==> src/gld_pkg.sv <==
package gld_pkg;

  localparam int PIN_W        = 5;
  localparam int TIME_W       = 64;
  localparam int CFG_W        = 32;
  localparam int CFG_IDX_W    = 2;
  localparam int NUM_PINS_DEF = 32;

  // usable pins minus the flash interface pins
  localparam logic [CFG_W-1:0] VALID_BASE  = 32'h03FF6FFF;
  localparam logic [CFG_W-1:0] FLASH_PINS  = 32'h00FA0000;
  localparam logic [CFG_W-1:0] VALID_RESET = VALID_BASE & ~FLASH_PINS;

  typedef enum logic [CFG_IDX_W-1:0] {
    CFG_VALID_PINS = 2'd0,
    CFG_REQ_IN     = 2'd1,
    CFG_REQ_OUT    = 2'd2,
    CFG_DEBOUNCE   = 2'd3
  } cfg_idx_t;

  typedef enum logic [1:0] {
    ST_IDLE,
    ST_WALK,
    ST_FLUSH
  } gld_state_t;

endpackage

==> src/gld_times.sv <==
module gld_times #(
  parameter int NUM_PINS = 32,
  parameter int IDX_W    = 5
) (
  input  logic                      clk,
  input  logic                      rst_n,
  input  logic                      wr_en,
  input  logic [IDX_W-1:0]          wr_idx,
  input  logic [gld_pkg::TIME_W-1:0] wr_data,
  input  logic [IDX_W-1:0]          rd_idx,
  output logic [gld_pkg::TIME_W-1:0] rd_time
);
  import gld_pkg::*;

  logic [TIME_W-1:0] mem [NUM_PINS];
  logic [NUM_PINS-1:0] tv_r;
  logic [TIME_W-1:0] rd_time_r;
  logic              rd_vld_r;

  always_ff @(posedge clk) begin
    if (wr_en) begin
      mem[wr_idx] <= wr_data;
    end
    rd_time_r <= mem[rd_idx];
  end

  // entries never written read as zero
  always_ff @(posedge clk) begin
    if (!rst_n) begin
      tv_r     <= '0;
      rd_vld_r <= 1'b0;
    end else begin
      if (wr_en) begin
        tv_r[wr_idx] <= 1'b1;
      end
      rd_vld_r <= tv_r[rd_idx];
    end
  end

  assign rd_time = rd_vld_r ? rd_time_r : '0;

endmodule

==> src/gpio_lockout_debouncer.sv <==
// Walk: an item walks the pins one per cycle, then enters a flush state when it
// yields at least one event; a stalled result channel extends the walk.
// A new item is accepted only after the walk and any flush are done; the walk is
// paced by the single timestamp memory read and one 64-bit lockout compare per pin.
// Reset (synchronous, rst_n low): registers take their reset values, accepted
// levels clear and all pin change times read as zero until written.
module gpio_lockout_debouncer #(
  parameter int NUM_PINS = gld_pkg::NUM_PINS_DEF
) (
  input  logic                          clk,
  input  logic                          rst_n,
  input  logic                          in_valid,
  output logic                          in_stall,
  input  logic [31:0]                   in_pin_levels,
  input  logic [gld_pkg::TIME_W-1:0]    in_now_time,
  output logic                          out_valid,
  input  logic                          out_stall,
  output logic [gld_pkg::PIN_W-1:0]     out_pin_index,
  output logic                          out_pressed,
  output logic                          out_last_event,
  input  logic                          cfg_we,
  input  logic [gld_pkg::CFG_IDX_W-1:0] cfg_index,
  input  logic [gld_pkg::CFG_W-1:0]     cfg_wdata
);
  import gld_pkg::*;

  localparam int IDX_W = (NUM_PINS > 1) ? $clog2(NUM_PINS) : 1;
  localparam logic [IDX_W-1:0] LAST_PIN = IDX_W'(NUM_PINS - 1);

  // configuration
  logic [CFG_W-1:0] valid_r, req_in_r, req_out_r, deb_r;

  gld_state_t st_r, st_nxt;
  logic [IDX_W-1:0]    cur_r;
  logic [NUM_PINS-1:0] lvl_r, chg_r, sample_r;
  logic [TIME_W-1:0]   now_r;
  logic                pend_vld_r;
  logic [IDX_W-1:0]    pend_idx_r;
  logic                pend_prs_r;
  logic                out_valid_r;
  logic [PIN_W-1:0]    out_idx_r;
  logic                out_prs_r;
  logic                out_last_r;

  logic [CFG_W-1:0]    eff_mask;
  logic [NUM_PINS-1:0] sample_in;
  logic                in_acc, out_free, acc, adv, last_pin, emit_mid, emit_last;
  logic [TIME_W:0]     diff;
  logic [TIME_W-1:0]   last_time;
  logic [IDX_W-1:0]    rd_idx;

  always_ff @(posedge clk) begin
    if (!rst_n) begin
      valid_r   <= VALID_RESET;
      req_in_r  <= '0;
      req_out_r <= '0;
      deb_r     <= '0;
    end else if (cfg_we) begin
      case (cfg_idx_t'(cfg_index))
        CFG_VALID_PINS: valid_r   <= cfg_wdata;
        CFG_REQ_IN:     req_in_r  <= cfg_wdata;
        CFG_REQ_OUT:    req_out_r <= cfg_wdata;
        CFG_DEBOUNCE:   deb_r     <= cfg_wdata;
        default: ;
      endcase
    end
  end

  assign eff_mask  = valid_r & ~((req_out_r & ~req_in_r) & valid_r);
  assign sample_in = in_pin_levels[NUM_PINS-1:0] & eff_mask[NUM_PINS-1:0];

  gld_times #(
    .NUM_PINS (NUM_PINS),
    .IDX_W    (IDX_W)
  ) u_times (
    .clk     (clk),
    .rst_n   (rst_n),
    .wr_en   (adv && acc),
    .wr_idx  (cur_r),
    .wr_data (now_r),
    .rd_idx  (rd_idx),
    .rd_time (last_time)
  );

  // lockout over when last <= now and now - last >= debounce
  assign diff = {1'b0, now_r} - {1'b0, last_time};

  always_comb begin
    in_acc    = in_valid && (st_r == ST_IDLE);
    out_free  = !out_valid_r || !out_stall;
    last_pin  = (cur_r == LAST_PIN);
    acc       = (st_r == ST_WALK) && chg_r[cur_r] && !diff[TIME_W] &&
                (diff[TIME_W-1:0] >= {{(TIME_W-CFG_W){1'b0}}, deb_r});
    // a new event pushes the pending one out, so it needs a free output slot
    adv       = (st_r == ST_WALK) && (!acc || !pend_vld_r || out_free);
    emit_mid  = adv && acc && pend_vld_r;
    emit_last = (st_r == ST_FLUSH) && out_free;
    if (st_r == ST_WALK) begin
      rd_idx = (adv && !last_pin) ? cur_r + 1'b1 : cur_r;
    end else begin
      rd_idx = '0;
    end
  end

  always_comb begin
    st_nxt = st_r;
    case (st_r)
      ST_IDLE: begin
        if (in_acc) st_nxt = ST_WALK;
      end
      ST_WALK: begin
        if (adv && last_pin) st_nxt = (pend_vld_r || acc) ? ST_FLUSH : ST_IDLE;
      end
      ST_FLUSH: begin
        if (out_free) st_nxt = ST_IDLE;
      end
      default: st_nxt = ST_IDLE;
    endcase
  end

  always_ff @(posedge clk) begin
    if (!rst_n) begin
      st_r        <= ST_IDLE;
      cur_r       <= '0;
      lvl_r       <= '0;
      pend_vld_r  <= 1'b0;
      out_valid_r <= 1'b0;
    end else begin
      st_r <= st_nxt;
      if (in_acc) begin
        cur_r <= '0;
      end else if (adv && !last_pin) begin
        cur_r <= cur_r + 1'b1;
      end
      if (adv && acc) begin
        lvl_r[cur_r] <= ~lvl_r[cur_r];
        pend_vld_r   <= 1'b1;
      end else if (emit_last) begin
        pend_vld_r   <= 1'b0;
      end
      out_valid_r <= (emit_mid || emit_last) ? 1'b1 : (out_valid_r && out_stall);
    end
  end

  always_ff @(posedge clk) begin
    if (in_acc) begin
      chg_r    <= lvl_r ^ sample_in;
      sample_r <= sample_in;
      now_r    <= in_now_time;
    end
    if (adv && acc) begin
      pend_idx_r <= cur_r;
      pend_prs_r <= ~sample_r[cur_r];
    end
    if (emit_mid || emit_last) begin
      out_idx_r  <= PIN_W'(pend_idx_r);
      out_prs_r  <= pend_prs_r;
      out_last_r <= emit_last;
    end
  end

  assign in_stall       = (st_r != ST_IDLE);
  assign out_valid      = out_valid_r;
  assign out_pin_index  = out_idx_r;
  assign out_pressed    = out_prs_r;
  assign out_last_event = out_last_r;

endmodule
==> config.mk <==
export PLATFORM = sky130hd
export DESIGN_NAME = gpio_lockout_debouncer
export DESIGN_NICKNAME = d
export VERILOG_FILES = /design/src/gld_pkg.sv /design/src/gld_times.sv /design/src/gpio_lockout_debouncer.sv
export SDC_FILE = /design/constraint.sdc
export NUM_CORES = 2
export LEC_CHECK = 0
export BUFFER_PORTS_ARGS = -buffer_cell sky130_fd_sc_hd__buf_2
export CAP_MARGIN = 20
export CORE_MARGIN = 10
export CORE_UTILIZATION = 57
export CTS_BUF_LIST = sky130_fd_sc_hd__clkbuf_4 sky130_fd_sc_hd__clkbuf_8 sky130_fd_sc_hd__clkbuf_16
export DETAILED_ROUTE_END_ITERATION = 7
export PLACE_DENSITY = 0.76
export SLEW_MARGIN = 30
export SYNTH_ARGS = -nofsm -noshare
export SYNTH_HDL_FRONTEND = slang
export SYNTH_SLANG_ARGS = --single-unit
==> constraint.sdc <==
create_clock -name clk -period 8.76 [get_ports clk]
set_input_delay 1.752 -clock clk [delete_from_list [all_inputs] [get_ports clk]]
set_output_delay 1.752 -clock clk [all_outputs]
set_load 0.01 [all_outputs]
==> flow_summary.yaml <==
timing:
  fin_skew_ns: 0.0578
  slew_headroom: 0.302
  finalSetupViolCount: 0
  post-route-min-period_ns: 8.63
  fin_setup_tns_ns: 0
  finalHoldViolations: 0
  whs_ns: 0.418
  tightest_slew_ns: 1.05
  drv_slew: 0
  min_period_over_period: 0.985
  fmax_ghz: 0.116
synthesis:
  synth_nets: 8007
  synthCells: 7770
  async_reset_ff_frac: 0
  yosysMostFrequentCell: "edfxtp_1"
  synth_edf_count: 2189
  synth.top_cell.area_share: 0.628
  synth_area_leaders: "edfxtp_1 (63%), dfxtp_1 (5.1%), mux2i_1 (4.5%)"
  synthDistinctLibCells: 92
  postSynthAreaPerCell_um2: 13.5
  ys.flop_type: "edfxtp_1"
  synth_top_cell_by_area: "edfxtp_1"
  synth-seq-cells: 2455
  ys_seq_area_frac: 0.679
  synthTopCellsByCount: "edfxtp_1 (2189), nand2_1 (1017), mux2i_1 (474)"
  netlist_area_um2: 105000
  yosys_warnings: 0
layout:
  syn_to_final_growth_pct: 14.5
  final_layout_size_suffix_gt1_frac: 0.155
  nNetsFinal: 8272
  fin_cells: 10700
  regArea_um2: 71100
  fin_util: 0.656
  fillers: 12600
  multiInputGateArea_um2: 31500
drt:
  routed_wl_mm: 368
  drtIter0Drc: 12900
  wl_per_cell_um: 34.3
  firstDrtPassIters: 8
  vias_per_cell: 7.11
  vias: 76300
  postRouteAntennaNets: 0
  drc_errors: 0
floorplan:
  die_w_um: 449
  coreArea_um2: 183000
  io_pins: 144
  start_util: 0.572
  die_h_um: 449
  dieArea_um2: 201000
  std_cell_rows: 157
critical_path:
  crit_path_start_kind: "register"
  criticalPathCategory: "reg2reg"
  cp_max_fo: 20
  crit_required_ns: 9.56
  crit_buf_inv: 2
  critPathCaptureType: "register"
  cpPeakStageDelay_ns: 0.65
  cp_slowest_cell: "nor2_4"
  arrival_ns: 9.43
  cp_top_family: "simple AND/OR/NAND/NOR gates"
run_status:
  status: "complete, no violations"
place:
  numPortBuffers: 143
  dp_cells: 10300
  gp_congestion: 0.989
  hpwl_mm: 226
global_routing:
  grt_max_degree: 134
  grt_pass1_wl_mm: 518
  overflow: 0
  grt_pass1_vias: 73400
  grtUsageTotal: 0.351
  antenna_found_initial: 31
clocking:
  clkSinkCount: 2455
  cts_tree: "built"
  htree_levels: 4
  cts.path.max_buffers: 3
  hold_buffers: 0
  clk_latency_ns: 0.91
  path_clk_slew_ns: 0.08
  ctsRootBufferMaster: "clkbuf_16"
  numCtsBuffers: 232
power_and_ir_drop:
  p_per_area_nw_per_um2: 212
  ir_drop_mv: 0.269
  p_leak_nw: 39.6
flow_run:
  drv_cap: 0
worst_hold_path:
  hold_path_class: "reg2reg"
cells in the final DEF, fill, tap and decap left out, drive strengths merged, types with 101 or more instances in the layout:
master,Yosys,layout
mux2i,474,474
o22ai,278,278
a21oi,248,248
dfxtp,266,266
a221oi,153,153
inv,109,115
clkbuf,438,304
and3,115,115
nand2,1017,1017
a21boi,145,145
nor2,247,247
nand3,231,231
edfxtp,2189,2189
ha,101,101
o21ai,371,371
buf,125,594
sequential cells by signal, summed over array words and instances, names as in the netlist, 2 cells and up:
name               count
st_r                   2
lvl_r                 32
out_pin_index          5
req_out_r             32
sample_r              32
valid_r               32
u_times.tv_r          32
chg_r                 32
u_times.mem         2048
now_r                 64
cur_r                  5
deb_r                 32
req_in_r              32
pend_idx_r             5
u_times.rd_time_r     64
stage by stage:
step | power (mW) | instance area (um^2) | worst slack [ns]
floorplan | 14.4 | 105000 | -0.403
finish | 25.4 | 120000 | 0.131
CTS | 25.3 | 120000 | 0.0136
global route | 25.9 | 120000 | -0.00546
detailed placement | 15.3 | 112000 | -0.0803
global placement | 15.3 | 112000 | -0.0179
layout make-up:
type,count,area share
Antenna cell,14,0.000292
Clock buffer,304,0.0546
Clock inverter,137,0.0105
Inverter,110,0.00348
Multi-Input combinational cell,4642,0.263
Sequential cell,2455,0.593
Tap cell,2464,0.0257
Timing Repair Buffer,594,0.0498
what timing repair did:
action                     4_1_cts  5_1_grt
setup endpoints to repair        2       65
resized for setup                0       17
buffers inserted                 6        2
pin swaps                        3        2
gates cloned                     0        0
power breakdown:
| part | leakage (nW) | internal, mW | switching [mW] |
|---|---|---|---|
| registers | 21.9 | 12.9 | 0.142 |
| clock network | 3.87 | 5.77 | 4.45 |
| logic | 13.8 | 0.723 | 1.44 |
worst paths after layout:
check	startpoint	cells after the start	slack [ns]	end
max reg2reg	u_times.rd_vld_r	28	0.13	u_times.rd_time_r[37]
min reg2reg	pend_idx_r[0]	0	0.42	out_pin_index[0]
max	u_times.rd_vld_r	28	0.13	u_times.rd_time_r[37]
min	pend_idx_r[0]	0	0.42	out_pin_index[0]
layer usage:
layer / GRT usage / vias up / share of wire / wire length, um
met5: 0 / - / 0.00058 / 215
met4: 0.211 / 32 / 0.072 / 26700
met3: 0.0981 / 1374 / 0.14 / 51700
met2: 0.532 / 6312 / 0.44 / 162000
met1: 0.450 / 37600 / 0.35 / 128000
li1: - / 31000 / - / -
cell families after synthesis:
logic type | synth area share
AO/OA/AOI/OAI | 0.131
XOR/XNOR | 0.00728
adder cells (fa/ha/maj) | 0.0123
buffers and inverters | 0.0257
flip-flops | 0.679
multiplexers | 0.0636
AND/OR/NAND/NOR | 0.0814
Note: power is estimated with default switching activity, not from simulation.
